<file path="config.mk">
export PLATFORM = sky130hd
export DESIGN_NAME = lin_frame_receiver_unit
export DESIGN_NICKNAME = d
export VERILOG_FILES = /design/src/sv/lfr_pkg.sv /design/src/sv/lin_frame_receiver_unit.sv /design/src/sv/lfr_core.sv /design/src/sv/lfr_out_buf.sv
export SDC_FILE = /design/constraint.sdc
export NUM_CORES = 1
export LEC_CHECK = 0
export BUFFER_PORTS_ARGS = -buffer_cell sky130_fd_sc_hd__buf_2
export CORE_ASPECT_RATIO = 1.75
export CORE_MARGIN = 3
export CORE_UTILIZATION = 25
export DETAILED_ROUTE_END_ITERATION = 7
export GPL_TIMING_DRIVEN = 0
export PLACE_DENSITY = 0.48
export SLEW_MARGIN = 40
export SYNTH_ARGS = -nofsm -noshare
export SYNTH_HDL_FRONTEND = slang
export SYNTH_HIERARCHICAL = 1
export SYNTH_SLANG_ARGS = --single-unit
</file>
<file path="constraint.sdc">
create_clock -name clk_i -period 5.35 [get_ports clk_i]
set_input_delay 0.535 -clock clk_i [delete_from_list [all_inputs] [get_ports clk_i]]
set_output_delay 0.535 -clock clk_i [all_outputs]
set_load 0.02 [all_outputs]
</file>
<file path="src/sv/lfr_pkg.sv">
package lfr_pkg;

  localparam int unsigned MaxDataBytesDefault = 8;
  localparam int unsigned BitTimeW            = 10;
  localparam int unsigned LowTimeW            = 16;
  localparam int unsigned ThresholdW          = 14;

  localparam logic [BitTimeW-1:0] BitTimeReset = 10'd52;

  localparam logic [7:0] BreakByte  = 8'h00;
  localparam logic [7:0] SyncByte   = 8'h55;
  localparam logic [7:0] IdMask     = 8'h3F;
  localparam logic [7:0] ParityMask = 8'hC0;

  // configuration register indexes
  typedef enum logic {
    CFG_BIT_TIME          = 1'b0,
    CFG_CHECKSUM_ENHANCED = 1'b1
  } cfg_index_e;

  typedef enum logic [2:0] {
    PH_IDLE  = 3'd0,
    PH_ARMED = 3'd1,
    PH_SYNC  = 3'd2,
    PH_IDENT = 3'd3,
    PH_DATA  = 3'd4,
    PH_CSUM  = 3'd5
  } phase_e;

  typedef enum logic [1:0] {
    ST_OK         = 2'd0,
    ST_SYNC_ERR   = 2'd1,
    ST_PARITY_ERR = 2'd2,
    ST_CSUM_ERR   = 2'd3
  } status_e;

  typedef enum logic {
    RPT_HEADER = 1'b0,
    RPT_FRAME  = 1'b1
  } report_kind_e;

  typedef enum logic {
    KIND_LINE_RISE = 1'b0,
    KIND_BYTE      = 1'b1
  } item_kind_e;

  // one report word
  typedef struct packed {
    logic       report_kind;
    logic [1:0] status;
    logic [5:0] frame_id;
    logic [3:0] data_length;
    logic [63:0] data_bytes;
    logic [7:0] received_checksum;
  } lfr_result_t;

  // expected parity bits 7:6 for a six-bit identifier
  function automatic logic [7:0] parity_bits(input logic [5:0] id);
    logic p0;
    logic p1;
    p0 = id[0] ^ id[1] ^ id[2] ^ id[4];
    p1 = ~(id[1] ^ id[3] ^ id[4] ^ id[5]);
    return {p1, p0, 6'd0};
  endfunction

  // end-around-carry byte add
  function automatic logic [7:0] add_carry(input logic [7:0] a, input logic [7:0] b);
    logic [8:0] t;
    t = {1'b0, a} + {1'b0, b};
    return t[7:0] + {7'd0, t[8]};
  endfunction

  // low time threshold: eleven bit times
  function automatic logic [ThresholdW-1:0] break_threshold(input logic [BitTimeW-1:0] bt);
    logic [ThresholdW-1:0] x;
    x = ThresholdW'(bt);
    return (x << 3) + (x << 1) + x;
  endfunction

endpackage

</file>
<file path="src/sv/lin_frame_receiver_unit.sv">
// LIN responder frame receiver. Feed it line-release events (with the measured
// low time) and UART bytes; it reports each header (status ok, sync error or
// parity error) and each complete frame (ok or checksum error, with data and
// the received checksum). One word is accepted per clock. A word is held
// in the input register, then its report, if any, lands in a two-word output
// buffer, from which the report can be taken while out_stall_i is low.
// The input stalls only while that output buffer holds two untaken reports.
// Configuration (bit time, enhanced checksum) is written through its own port,
// which is always ready; write it only while the block is idle.
module lin_frame_receiver_unit import lfr_pkg::*; #(
  parameter int unsigned MaxDataBytes = MaxDataBytesDefault
) (
  input  logic                  clk_i,
  input  logic                  rst_ni,
  // input words
  input  logic                  in_valid_i,
  output logic                  in_stall_o,
  input  logic                  kind_i,
  input  logic [LowTimeW-1:0]   low_time_us_i,
  input  logic [7:0]            rx_byte_i,
  // reports
  output logic                  out_valid_o,
  input  logic                  out_stall_i,
  output logic                  report_kind_o,
  output logic [1:0]            status_o,
  output logic [5:0]            frame_id_o,
  output logic [3:0]            data_length_o,
  output logic [8*MaxDataBytes-1:0] data_bytes_o,
  output logic [7:0]            received_checksum_o,
  // configuration writes
  input  logic                  cfg_valid_i,
  output logic                  cfg_ready_o,
  input  logic                  cfg_index_i,
  input  logic [BitTimeW-1:0]   cfg_data_i
);

  logic [BitTimeW-1:0] bit_time_q;
  logic                enhanced_q;
  logic                push;
  logic                full;
  lfr_result_t         core_word;
  lfr_result_t         out_word;

  assign cfg_ready_o = 1'b1;

  // configuration registers
  always_ff @(posedge clk_i or negedge rst_ni) begin
    if (!rst_ni) begin
      bit_time_q <= BitTimeReset;
      enhanced_q <= 1'b0;
    end else if (cfg_valid_i && cfg_ready_o) begin
      unique case (cfg_index_e'(cfg_index_i))
        CFG_BIT_TIME:          bit_time_q <= cfg_data_i;
        CFG_CHECKSUM_ENHANCED: enhanced_q <= cfg_data_i[0];
        default:               bit_time_q <= bit_time_q;
      endcase
    end
  end

  lfr_core #(
    .MaxDataBytes(MaxDataBytes)
  ) u_core (
    .clk_i               (clk_i),
    .rst_ni              (rst_ni),
    .in_valid_i          (in_valid_i),
    .in_stall_o          (in_stall_o),
    .kind_i              (kind_i),
    .low_time_us_i       (low_time_us_i),
    .rx_byte_i           (rx_byte_i),
    .bit_time_i          (bit_time_q),
    .checksum_enhanced_i (enhanced_q),
    .buf_full_i          (full),
    .push_o              (push),
    .result_o            (core_word)
  );

  lfr_out_buf u_out_buf (
    .clk_i       (clk_i),
    .rst_ni      (rst_ni),
    .push_i      (push),
    .push_word_i (core_word),
    .full_o      (full),
    .out_valid_o (out_valid_o),
    .out_stall_i (out_stall_i),
    .out_word_o  (out_word)
  );

  assign report_kind_o       = out_word.report_kind;
  assign status_o            = out_word.status;
  assign frame_id_o          = out_word.frame_id;
  assign data_length_o       = out_word.data_length;
  assign data_bytes_o        = out_word.data_bytes[8*MaxDataBytes-1:0];
  assign received_checksum_o = out_word.received_checksum;

endmodule

</file>
<file path="src/sv/lfr_core.sv">
module lfr_core import lfr_pkg::*; #(
  parameter int unsigned MaxDataBytes = MaxDataBytesDefault
) (
  input  logic                clk_i,
  input  logic                rst_ni,
  input  logic                in_valid_i,
  output logic                in_stall_o,
  input  logic                kind_i,
  input  logic [LowTimeW-1:0] low_time_us_i,
  input  logic [7:0]          rx_byte_i,
  input  logic [BitTimeW-1:0] bit_time_i,
  input  logic                checksum_enhanced_i,
  input  logic                buf_full_i,
  output logic                push_o,
  output lfr_result_t         result_o
);

  localparam int unsigned IdxW  = (MaxDataBytes > 1) ? $clog2(MaxDataBytes) : 1;
  localparam int unsigned DataW = 8 * MaxDataBytes;

  // input register
  logic                in_valid_q;
  logic                in_kind_q;
  logic [LowTimeW-1:0] in_low_q;
  logic [7:0]          in_byte_q;
  logic                adv;
  logic                in_accept;

  assign adv        = in_valid_q & ~buf_full_i;
  assign in_stall_o = in_valid_q & buf_full_i;
  assign in_accept  = in_valid_i & ~in_stall_o;

  always_ff @(posedge clk_i or negedge rst_ni) begin
    if (!rst_ni) begin
      in_valid_q <= 1'b0;
    end else if (in_accept) begin
      in_valid_q <= 1'b1;
    end else if (adv) begin
      in_valid_q <= 1'b0;
    end
  end

  always_ff @(posedge clk_i) begin
    if (in_accept) begin
      in_kind_q <= kind_i;
      in_low_q  <= low_time_us_i;
      in_byte_q <= rx_byte_i;
    end
  end

  // frame state
  phase_e            phase_q, phase_d;
  logic [7:0]        pid_q, pid_d;
  logic [3:0]        exp_len_q, exp_len_d;
  logic [3:0]        count_q, count_d;
  logic [DataW-1:0]  data_q, data_d;
  logic [7:0]        sum_q, sum_d;

  logic                  is_break;
  logic [3:0]            count_inc;
  logic [IdxW-1:0]       lane;
  logic [7:0]            len_code;

  assign is_break  = {2'b00, break_threshold(bit_time_i)} < in_low_q;
  assign count_inc = count_q + 4'd1;
  assign lane      = count_q[IdxW-1:0];

  always_comb begin
    unique case (in_byte_q[5:4])
      2'd0, 2'd1: len_code = 8'd2;
      2'd2:       len_code = 8'd4;
      default:    len_code = 8'(MaxDataBytes);
    endcase
  end

  // next state and report
  always_comb begin
    phase_d   = phase_q;
    pid_d     = pid_q;
    exp_len_d = exp_len_q;
    count_d   = count_q;
    data_d    = data_q;
    sum_d     = sum_q;
    push_o    = 1'b0;
    result_o  = '0;
    if (adv) begin
      if (in_kind_q == KIND_LINE_RISE) begin
        if (is_break) begin
          phase_d = PH_ARMED;
        end
      end else begin
        unique case (phase_q)
          PH_ARMED: begin
            if (in_byte_q == BreakByte) begin
              phase_d = PH_SYNC;
            end
          end
          PH_SYNC: begin
            if (in_byte_q == SyncByte) begin
              phase_d = PH_IDENT;
            end else begin
              push_o          = 1'b1;
              result_o.status = ST_SYNC_ERR;
              phase_d         = PH_IDLE;
            end
          end
          PH_IDENT: begin
            push_o            = 1'b1;
            pid_d             = in_byte_q;
            result_o.frame_id = in_byte_q[5:0];
            if (parity_bits(in_byte_q[5:0]) != (in_byte_q & ParityMask)) begin
              result_o.status = ST_PARITY_ERR;
              phase_d         = PH_IDLE;
            end else begin
              exp_len_d = len_code[3:0];
              count_d   = '0;
              data_d    = '0;
              sum_d     = checksum_enhanced_i ? in_byte_q : 8'd0;
              phase_d   = PH_DATA;
            end
          end
          PH_DATA: begin
            for (int unsigned i = 0; i < MaxDataBytes; i++) begin
              if (lane == IdxW'(i)) begin
                data_d[8*i +: 8] = data_q[8*i +: 8] | in_byte_q;
              end
            end
            sum_d   = add_carry(sum_q, in_byte_q);
            count_d = count_inc;
            if (count_inc >= exp_len_q) begin
              phase_d = PH_CSUM;
            end
          end
          PH_CSUM: begin
            push_o                     = 1'b1;
            result_o.report_kind       = RPT_FRAME;
            result_o.status            = (in_byte_q == ~sum_q) ? ST_OK : ST_CSUM_ERR;
            result_o.frame_id          = pid_q[5:0];
            result_o.data_length       = exp_len_q;
            result_o.data_bytes        = 64'(data_q);
            result_o.received_checksum = in_byte_q;
            phase_d                    = PH_IDLE;
          end
          default: begin
            phase_d = PH_IDLE;
          end
        endcase
      end
    end
  end

  always_ff @(posedge clk_i or negedge rst_ni) begin
    if (!rst_ni) begin
      phase_q   <= PH_IDLE;
      pid_q     <= '0;
      exp_len_q <= '0;
      count_q   <= '0;
      data_q    <= '0;
      sum_q     <= '0;
    end else begin
      phase_q   <= phase_d;
      pid_q     <= pid_d;
      exp_len_q <= exp_len_d;
      count_q   <= count_d;
      data_q    <= data_d;
      sum_q     <= sum_d;
    end
  end

  // line events never produce a report
  a_line_no_report: assert property (@(posedge clk_i) disable iff (!rst_ni)
    (adv && in_kind_q == KIND_LINE_RISE) |-> !push_o)
    else $error("report pushed for a line event");

  // nothing is pushed into a full buffer
  a_push_has_room: assert property (@(posedge clk_i) disable iff (!rst_ni)
    push_o |-> (in_valid_q && !buf_full_i))
    else $error("report pushed without room");

  // a bad sync byte returns to idle
  a_sync_err_idle: assert property (@(posedge clk_i) disable iff (!rst_ni)
    (adv && in_kind_q == KIND_BYTE && phase_q == PH_SYNC && in_byte_q != SyncByte)
      |=> phase_q == PH_IDLE)
    else $error("sync error did not return to idle");

  // the data count never runs past the frame length
  a_count_bound: assert property (@(posedge clk_i) disable iff (!rst_ni)
    (phase_q == PH_DATA) |-> (count_q < exp_len_q))
    else $error("data count beyond frame length");

endmodule

</file>
<file path="src/sv/lfr_out_buf.sv">
module lfr_out_buf import lfr_pkg::*; (
  input  logic        clk_i,
  input  logic        rst_ni,
  input  logic        push_i,
  input  lfr_result_t push_word_i,
  output logic        full_o,
  output logic        out_valid_o,
  input  logic        out_stall_i,
  output lfr_result_t out_word_o
);

  // two-word buffer, so the core keeps going while one report waits
  lfr_result_t mem_q [2];
  logic        wr_ptr_q;
  logic        rd_ptr_q;
  logic [1:0]  count_q;
  logic        pop;

  assign out_valid_o = count_q != 2'd0;
  assign full_o      = count_q == 2'd2;
  assign pop         = out_valid_o & ~out_stall_i;
  assign out_word_o  = mem_q[rd_ptr_q];

  always_ff @(posedge clk_i) begin
    if (push_i) begin
      mem_q[wr_ptr_q] <= push_word_i;
    end
  end

  always_ff @(posedge clk_i or negedge rst_ni) begin
    if (!rst_ni) begin
      wr_ptr_q <= 1'b0;
      rd_ptr_q <= 1'b0;
      count_q  <= 2'd0;
    end else begin
      if (push_i) begin
        wr_ptr_q <= ~wr_ptr_q;
      end
      if (pop) begin
        rd_ptr_q <= ~rd_ptr_q;
      end
      priority if (push_i && !pop) begin
        count_q <= count_q + 2'd1;
      end else if (pop && !push_i) begin
        count_q <= count_q - 2'd1;
      end else begin
        count_q <= count_q;
      end
    end
  end

  a_count_max: assert property (@(posedge clk_i) disable iff (!rst_ni)
    count_q != 2'd3)
    else $error("buffer count overflow");

  a_no_overflow: assert property (@(posedge clk_i) disable iff (!rst_ni)
    full_o |-> !push_i)
    else $error("push into full buffer");

  a_ptrs_match: assert property (@(posedge clk_i) disable iff (!rst_ni)
    (count_q == 2'd0 || count_q == 2'd2) |-> (wr_ptr_q == rd_ptr_q))
    else $error("buffer pointers out of step");

endmodule

</file>
==> impl_metrics.env, run 1 <==
export IMPL_track_usage_pct=11.5
export IMPL_drtAntennaViolNets=0
export IMPL_fin_nets=1268
export IMPL_holdWs_ns=0.126
export IMPL_synth_simple_gate_area_share_pct=10.6
export IMPL_min_from="low_time_us_i[5]"
export IMPL_drt_first_pass_iters=4
export IMPL_status="complete, no violations"
export IMPL_yosys_area_top_type="edfxtp_1"
export IMPL_path_clk_slew_ns=0.07
export IMPL_p_leak_nw=6.70
export IMPL_path_cells="fa_1 -> ha_1 -> nor2b_1 -> o21ai_0 -> a21oi_1 -> o31ai_1 -> o211ai_1 -> ha_1 -> and3_1 -> nand3_1 -> or4_1 -> nand4_1 -> a211oi_1 -> o22a_1"
export IMPL_yosysUniqueCellTypes=68
export IMPL_drtIter0Drc=294
export IMPL_start_kind="flop"
export IMPL_synthFlopType="edfxtp_1"
export IMPL_cts_resized=0
export IMPL_post_cts_setup_buffers=0
export IMPL_grt_pass1_vias=8678
export IMPL_finalNonFillerCells=1877
export IMPL_startpoint="bit_time_q[4]"
export IMPL_core_area_mm2=0.0537
export IMPL_antennaDiodeCount=0
export IMPL_cts_buffers=29
export IMPL_max_stage_delay_ns=0.60
export IMPL_power_density_mw_per_mm2=469
export IMPL_synth_cell_area_mm2=0.0137
export IMPL_io_buffer_count=127
export IMPL_synthTopCellsByArea="edfxtp_1 (43%), dfrtp_1 (18%), mux2_4 (5.5%), ha_1 (4.4%), mux2_2 (4.3%)"
export IMPL_synthMuxAreaShare_pct=9.92
export IMPL_yosys_register_bits=299
export IMPL_fin_crit_sh_pct=81.3
export IMPL_cpMostUsedCell="ha_1"
export IMPL_setup_violations_final=0
export IMPL_synthTopCellsByCount="edfxtp_1 (195), dfrtp_1 (101), nor2_1 (86), a21oi_1 (80), and2_1 (78)"
export IMPL_endpoint_kind="flop"
export IMPL_ios=129
export IMPL_dp_hpwl_um=25200
export IMPL_overflow=0
export IMPL_worstMarginPinSlew_ns=0.788
export IMPL_layout_setup_ws_ns=1.00
export IMPL_crit_path_top_delay_cell="dfstp_2"
export IMPL_num_rows=112
export IMPL_synth_warnings=6
export IMPL_synth_fa_ha_area_share_pct=5.71
export IMPL_cts_tree="built"
export IMPL_p_total_mw=7.67
export IMPL_critical_path_required_ns=5.83
export IMPL_syn_area_per_cell_um2=13.7
export IMPL_grt_pass1_wl_um=51400
export IMPL_hp_class="input port to flop"
export IMPL_synth_xor_area_share_pct=1.89
export IMPL_cp_top_family="compound AO/OA/AOI/OAI gates"
export IMPL_drc=0
export IMPL_rsz0062_at_grt="no"
export IMPL_die_area_mm2=0.0576
export IMPL_num_vias=8165
export IMPL_syn_inst=1001
export IMPL_wl_per_cell_um=17.8
export IMPL_r2r_start="bit_time_q[4]"
export IMPL_cp_num_buf_inv=0
export IMPL_wirelength_um=33400
export IMPL_drive_gt1_share_pct=27.0
export IMPL_synth_most_common_cell="edfxtp_1"
export IMPL_clock_latency_ns=0.59
export IMPL_layout_min_cycle_time_ns=4.35
export IMPL_syn_num_nets=1099
export IMPL_die_width_um=183
export IMPL_cp_arrival_ns=4.83
export IMPL_cts_buffer_depth=3
export IMPL_grt_antenna_before_repair=0
export IMPL_cts_root_buf="clkbuf_16"
export IMPL_cts_sinks=299
export IMPL_areaGrowthSynthToFinish_pct=19.6
export IMPL_pre_cts_slack_ns=0.888
export IMPL_synth_top_area_share_pct=42.8
export IMPL_slew_viol_final=0
export IMPL_slew_headroom_pct=47.5
export IMPL_critPathKind="flop to flop"
export IMPL_yosysSeqAreaShare_pct=61.9
export IMPL_dp_cells=1822
export IMPL_max_cap_viol_count=0
export IMPL_skew_ns=0.0359
export IMPL_hold_buffers=1
export IMPL_synth_edf_count=195
export IMPL_dieHeight_um=315
export IMPL_synth_top_family_by_area="simple AND/OR/NAND/NOR gates"
export IMPL_start_util_pct=25.5
export IMPL_synth_compound_area_share_pct=6.58
export IMPL_via_per_inst=4.35
export IMPL_place_gp_congestion=0.816
export IMPL_finalHoldViolCount=0
export IMPL_synthArstFlopShare_pct=34.8
export IMPL_cp_max_fo=4
export IMPL_fmax_mhz=230
export IMPL_grt_max_degree=56
export IMPL_h_tree_depth=1
export IMPL_ir_worst_vdd_v=0.000313
-- power by group --
| part | leakage [nW] | switching (mW) | internal (mW) | total, mW |
|---|---|---|---|---|
| sequential | 3.18 | 0.163 | 2.76 | 2.93 |
| clock | 0.457 | 0.901 | 1.14 | 2.04 |
| combinational | 3.07 | 1.52 | 1.18 | 2.70 |
| total | 6.70 | 2.58 | 5.08 | 7.67 |
-- sequential cells by signal (all words and copies together) (netlist names) --
| name | count |
|---|---|
| u_out_buf/rd_ptr_q | 1 |
| enhanced_q | 1 |
| u_core/exp_len_q | 3 |
| bit_time_q | 10 |
| u_core/pid_q | 6 |
| u_core/data_q | 64 |
| u_out_buf/wr_ptr_q | 1 |
| u_core/in_kind_q | 1 |
| u_core/in_valid_q | 1 |
| u_out_buf/mem_q | 170 |
| u_core/in_low_q | 16 |
| u_core/in_byte_q | 8 |
| u_core/count_q | 4 |
| u_out_buf/count_q | 2 |
| u_core/sum_q | 8 |
| u_core/phase_q | 3 |
-- cells in the final DEF, fill, tap and decap left out, types with 4 or more instances in the layout --
master / n
clkinv_1: 5
dfrtp_1: 101
nand2b_1: 6
nor3_1: 15
a211oi_1: 4
clkbuf_16: 29
nor2_1: 86
a21o_1: 5
buf_2: 136
xnor2_1: 14
nand2_1: 24
a31oi_1: 9
mux2_2: 52
clkbuf_1: 35
a21oi_1: 80
or2_2: 5
and2_1: 77
fa_1: 9
o21ai_0: 9
xor2_1: 13
and3_1: 7
ha_1: 48
a22o_1: 7
buf_8: 6
nor2b_1: 15
inv_1: 37
edfxtp_1: 195
nand4_1: 5
clkinv_2: 5
clkinvlp_4: 4
buf_12: 8
mux2_4: 50
nand3_1: 15
-- final timing paths --
path                                 endpoint  slack [ns]  cells past startpoint
max in group asynchronous   u_core/data_q[58]        4.20                      4
setup reg to reg            u_core/phase_q[0]        1.00                     14
min in group asynchronous       bit_time_q[7]        0.37                      2
setup / recovery            u_core/phase_q[0]        1.00                     14
hold reg to reg             u_core/data_q[30]        0.49                      2
hold / removal             u_core/in_low_q[5]        0.13                      1
-- layout make-up --
cell class	instances	area, um2
sequential	299	8460
clock inverter	19	171
tap	684	856
fill	5430	37300
multi-input combinational	612	4770
inverter	37	139
buffer	53	323
clock buffer	35	778
timing repair buffer	138	858
-- cells by family (layout without fill, tap and decap cells) --
| group | count (synthesis) | in the layout |
|---|---|---|
| flops | 299 | 299 |
| simple gates | 276 | 276 |
| compound gates | 145 | 145 |
| mux | 104 | 104 |
| buf+inv | 90 | 282 |
| fa+ha+maj | 57 | 57 |
| xor+xnor | 28 | 28 |
| other cells | 2 | 2 |
-- metrics by stage --
stage	area, um2	utilization (%)	setup TNS [ns]
6_report	16400	30.5	0
5_1_grt	16400	30.5	0
2_1_floorplan	13700	-	0
4_1_cts	16400	30.5	0
3_5_place_dp	15400	28.7	0
3_3_place_gp	15200	28.3	-108.62
-- layer usage --
metal	routed length (um)	GRT usage (%)
met1	12300	12.1
met2	18500	22.4
met3	1480	1.97
met4	1170	4.26
met5	0	0
(Power assumes the default switching activity.)
==> run 2: changes to the inputs <==
--- a/config.mk
+++ b/config.mk
@@ -11,7 +11,7 @@
 export CORE_UTILIZATION = 25
 export DETAILED_ROUTE_END_ITERATION = 7
 export GPL_TIMING_DRIVEN = 0
-export PLACE_DENSITY = 0.48
+export PLACE_DENSITY = 0.46
 export SLEW_MARGIN = 40
 export SYNTH_ARGS = -nofsm -noshare
 export SYNTH_HDL_FRONTEND = slang
==> constraint.sdc (replaced) <==
create_clock -name clk_i -period 4.45 [get_ports clk_i]
set_input_delay 0.445 -clock clk_i [delete_from_list [all_inputs] [get_ports clk_i]]
set_output_delay 0.445 -clock clk_i [all_outputs]
set_load 0.02 [all_outputs]
==> run 2 against run 1 <==
  * Setup slack lost 0.72 ns
  * Die area is the same
  * Global-route usage grew 0.22 points
  * Utilization grew 0.063 points
  * Clock skew shrank 0.012 ns
  * Largest power group unchanged
  * Critical path depth grew 3
  * Fmax grew 4.3%
  * Cell count is essentially flat
  * Sequential share of layout area shrank 0.11 points
  * First-iteration DRC count grew 32%
  * Power grew 21%
==> impl_metrics.env, run 2 (same netlist as run 1, synthesis figures left out) <==
export IMPL_layout_setup_ws_ns=0.281
export IMPL_layout_min_cycle_time_ns=4.17
export IMPL_dieHeight_um=315
export IMPL_io_buffer_count=127
export IMPL_drtAntennaViolNets=0
export IMPL_fmax_mhz=240
export IMPL_rsz0062_at_grt="no"
export IMPL_finalHoldViolCount=0
export IMPL_wirelength_um=34100
export IMPL_fin_nets=1268
export IMPL_slew_headroom_pct=41.6
export IMPL_drive_gt1_share_pct=27.2
export IMPL_holdWs_ns=0.0595
export IMPL_grt_max_degree=69
export IMPL_fill_cells=5430
export IMPL_drtIter0Drc=387
export IMPL_fin_crit_sh_pct=93.7
export IMPL_r2r_end="u_core/phase_q[0]"
export IMPL_place_gp_congestion=0.829
export IMPL_drc=0
export IMPL_ff2ff_setup_slack_ns=0.28
export IMPL_cp_max_fo=4
export IMPL_ios=129
export IMPL_cts_buffer_depth=3
export IMPL_cp_arrival_ns=4.63
export IMPL_endpoint_kind="flop"
export IMPL_min_from="low_time_us_i[9]"
export IMPL_overflow=0
export IMPL_whs_path_depth=1
export IMPL_p_total_mw=9.30
export IMPL_worstMarginPinSlew_ns=0.876
export IMPL_path_clk_slew_ns=0.07
export IMPL_hp_class="input port to flop"
export IMPL_h_tree_depth=1
export IMPL_die_area_mm2=0.0576
export IMPL_skew_ns=0.0239
export IMPL_start_kind="flop"
export IMPL_post_route_util_pct=30.5
export IMPL_max_cap_viol_count=0
export IMPL_top_regs="u_out_buf/mem_q: 170 flops, u_core/data_q: 64 flops, u_core/in_low_q: 16 flops"
export IMPL_final_cell_mix="edfxtp_1 (195), buf_2 (136), dfrtp_1 (101), nor2_1 (86), a21oi_1 (80)"
export IMPL_grt_antenna_before_repair=0
export IMPL_num_vias=8203
export IMPL_die_width_um=183
export IMPL_antennaDiodeCount=0
export IMPL_status="complete, no violations"
export IMPL_p_leak_nw=6.73
export IMPL_track_usage_pct=11.7
export IMPL_dp_hpwl_um=25200
export IMPL_critPathKind="flop to flop"
export IMPL_cts_root_buf="clkbuf_16"
export IMPL_start_util_pct=25.5
export IMPL_setup_violations_final=0
export IMPL_core_area_mm2=0.0537
export IMPL_cts_sinks=299
export IMPL_slew_viol_final=0
export IMPL_pre_cts_slack_ns=-0.0617
export IMPL_grt_pass1_vias=8873
export IMPL_drt_first_pass_iters=4
export IMPL_min_to="u_core/in_low_q[9]"
export IMPL_cts_tree="built"
export IMPL_areaGrowthSynthToFinish_pct=19.9
export IMPL_ir_worst_vdd_v=0.000356
export IMPL_critical_path_required_ns=4.91
export IMPL_cts_buffers=29
export IMPL_via_per_inst=4.37
export IMPL_layout_commonest_cell="edfxtp_1"
export IMPL_largest_reg_flops=170
export IMPL_r2r_start="bit_time_q[2]"
export IMPL_reg2reg_depth=17
export IMPL_wl_per_cell_um=18.2
export IMPL_power_density_mw_per_mm2=568
export IMPL_top_register="u_out_buf/mem_q"
export IMPL_num_rows=112
export IMPL_grt_pass1_wl_um=52100
export IMPL_clock_latency_ns=0.57
run 2: cell count changes in the layout (fill, tap and decap cells not counted), moves of 3 or more:
| cell | previous run | this run |
|---|---|---|
| clkbuf_1 | 35 | 38 |
| clkinv_1 | 5 | 1 |
| clkbuf_8 | 3 | 7 |
| clkinvlp_4 | 4 | 1 |
run 2: worst max path at each step:
stage | startpoint | endpoint | slack [ns]
after global placement | u_core/in_byte_q[1] | u_out_buf/mem_q[0][60] | -1.82
after detailed placement | bit_time_q[4] | u_core/phase_q[0] | -0.06
after global routing | bit_time_q[2] | u_core/phase_q[0] | 0.03
final | bit_time_q[2] | u_core/phase_q[0] | 0.28
after CTS | bit_time_q[4] | u_core/phase_q[0] | 0.09
after floorplan | u_core/in_byte_q[1] | u_out_buf/mem_q[0][0] | 0.35
run 2: power by group:
group	leakage (nW)	internal, mW	switching [mW]
registers	3.18	3.32	0.201
logic	3.07	1.44	1.83
clock network	0.481	1.46	1.05
run 2: timing repair:
| item | CTS | global route |
|---|---|---|
| resized for setup | 1 | 2 |
| pin swaps | 0 | 1 |
| setup endpoints to repair | 2 | 2 |
| endpoints found under the hold margin | 33 | 0 |
| gates cloned | 0 | 0 |
| buffers inserted | 0 | 1 |
| hold buffers | 1 | 0 |
run 2: area by class of cell:
type                            instances  area [um2]  area share, %
Multi-Input combinational cell        612        4780           29.1
Sequential cell                       299        8460           51.6
Tap cell                              684         856           5.22
Inverter                               37         139          0.847
Clock inverter                         10         105          0.641
Buffer                                 53         323           1.97
Clock buffer                           43         870           5.31
Timing Repair Buffer                  138         858           5.24
run 2: worst max-delay path: stages (launching register included):
cell and delay, ns:
dfstp_2 0.58, inv_1 0.07, fa_1 0.56, inv_1 0.06
ha_1 0.28, a21o_1 0.18, a21o_1 0.22, nand4_1 0.13
a31oi_1 0.14, a21oi_1 0.19, nor2_1 0.08, ha_1 0.30
and3_1 0.19, nand3_1 0.13, or4_4 0.47, nand4_1 0.18
a211oi_1 0.10, o22a_1 0.22
run 2: metrics by stage:
step | TNS (ns) | cells | cell area [um2]
2_1_floorplan | 0 | 1001 | 13700
3_3_place_gp | -269.26 | 1812 | 15200
3_5_place_dp | -0.0617 | 1821 | 15400
4_1_cts | 0 | 1875 | 16400
5_1_grt | 0 | 1876 | 16400
6_report | 0 | 1876 | 16400
run 2: layer usage:
layer	share of wire, %	global-route usage, %
met3	3.9	1.82
met5	0	0
met2	56	22.9
met4	3.0	3.94
met1	38	12.6
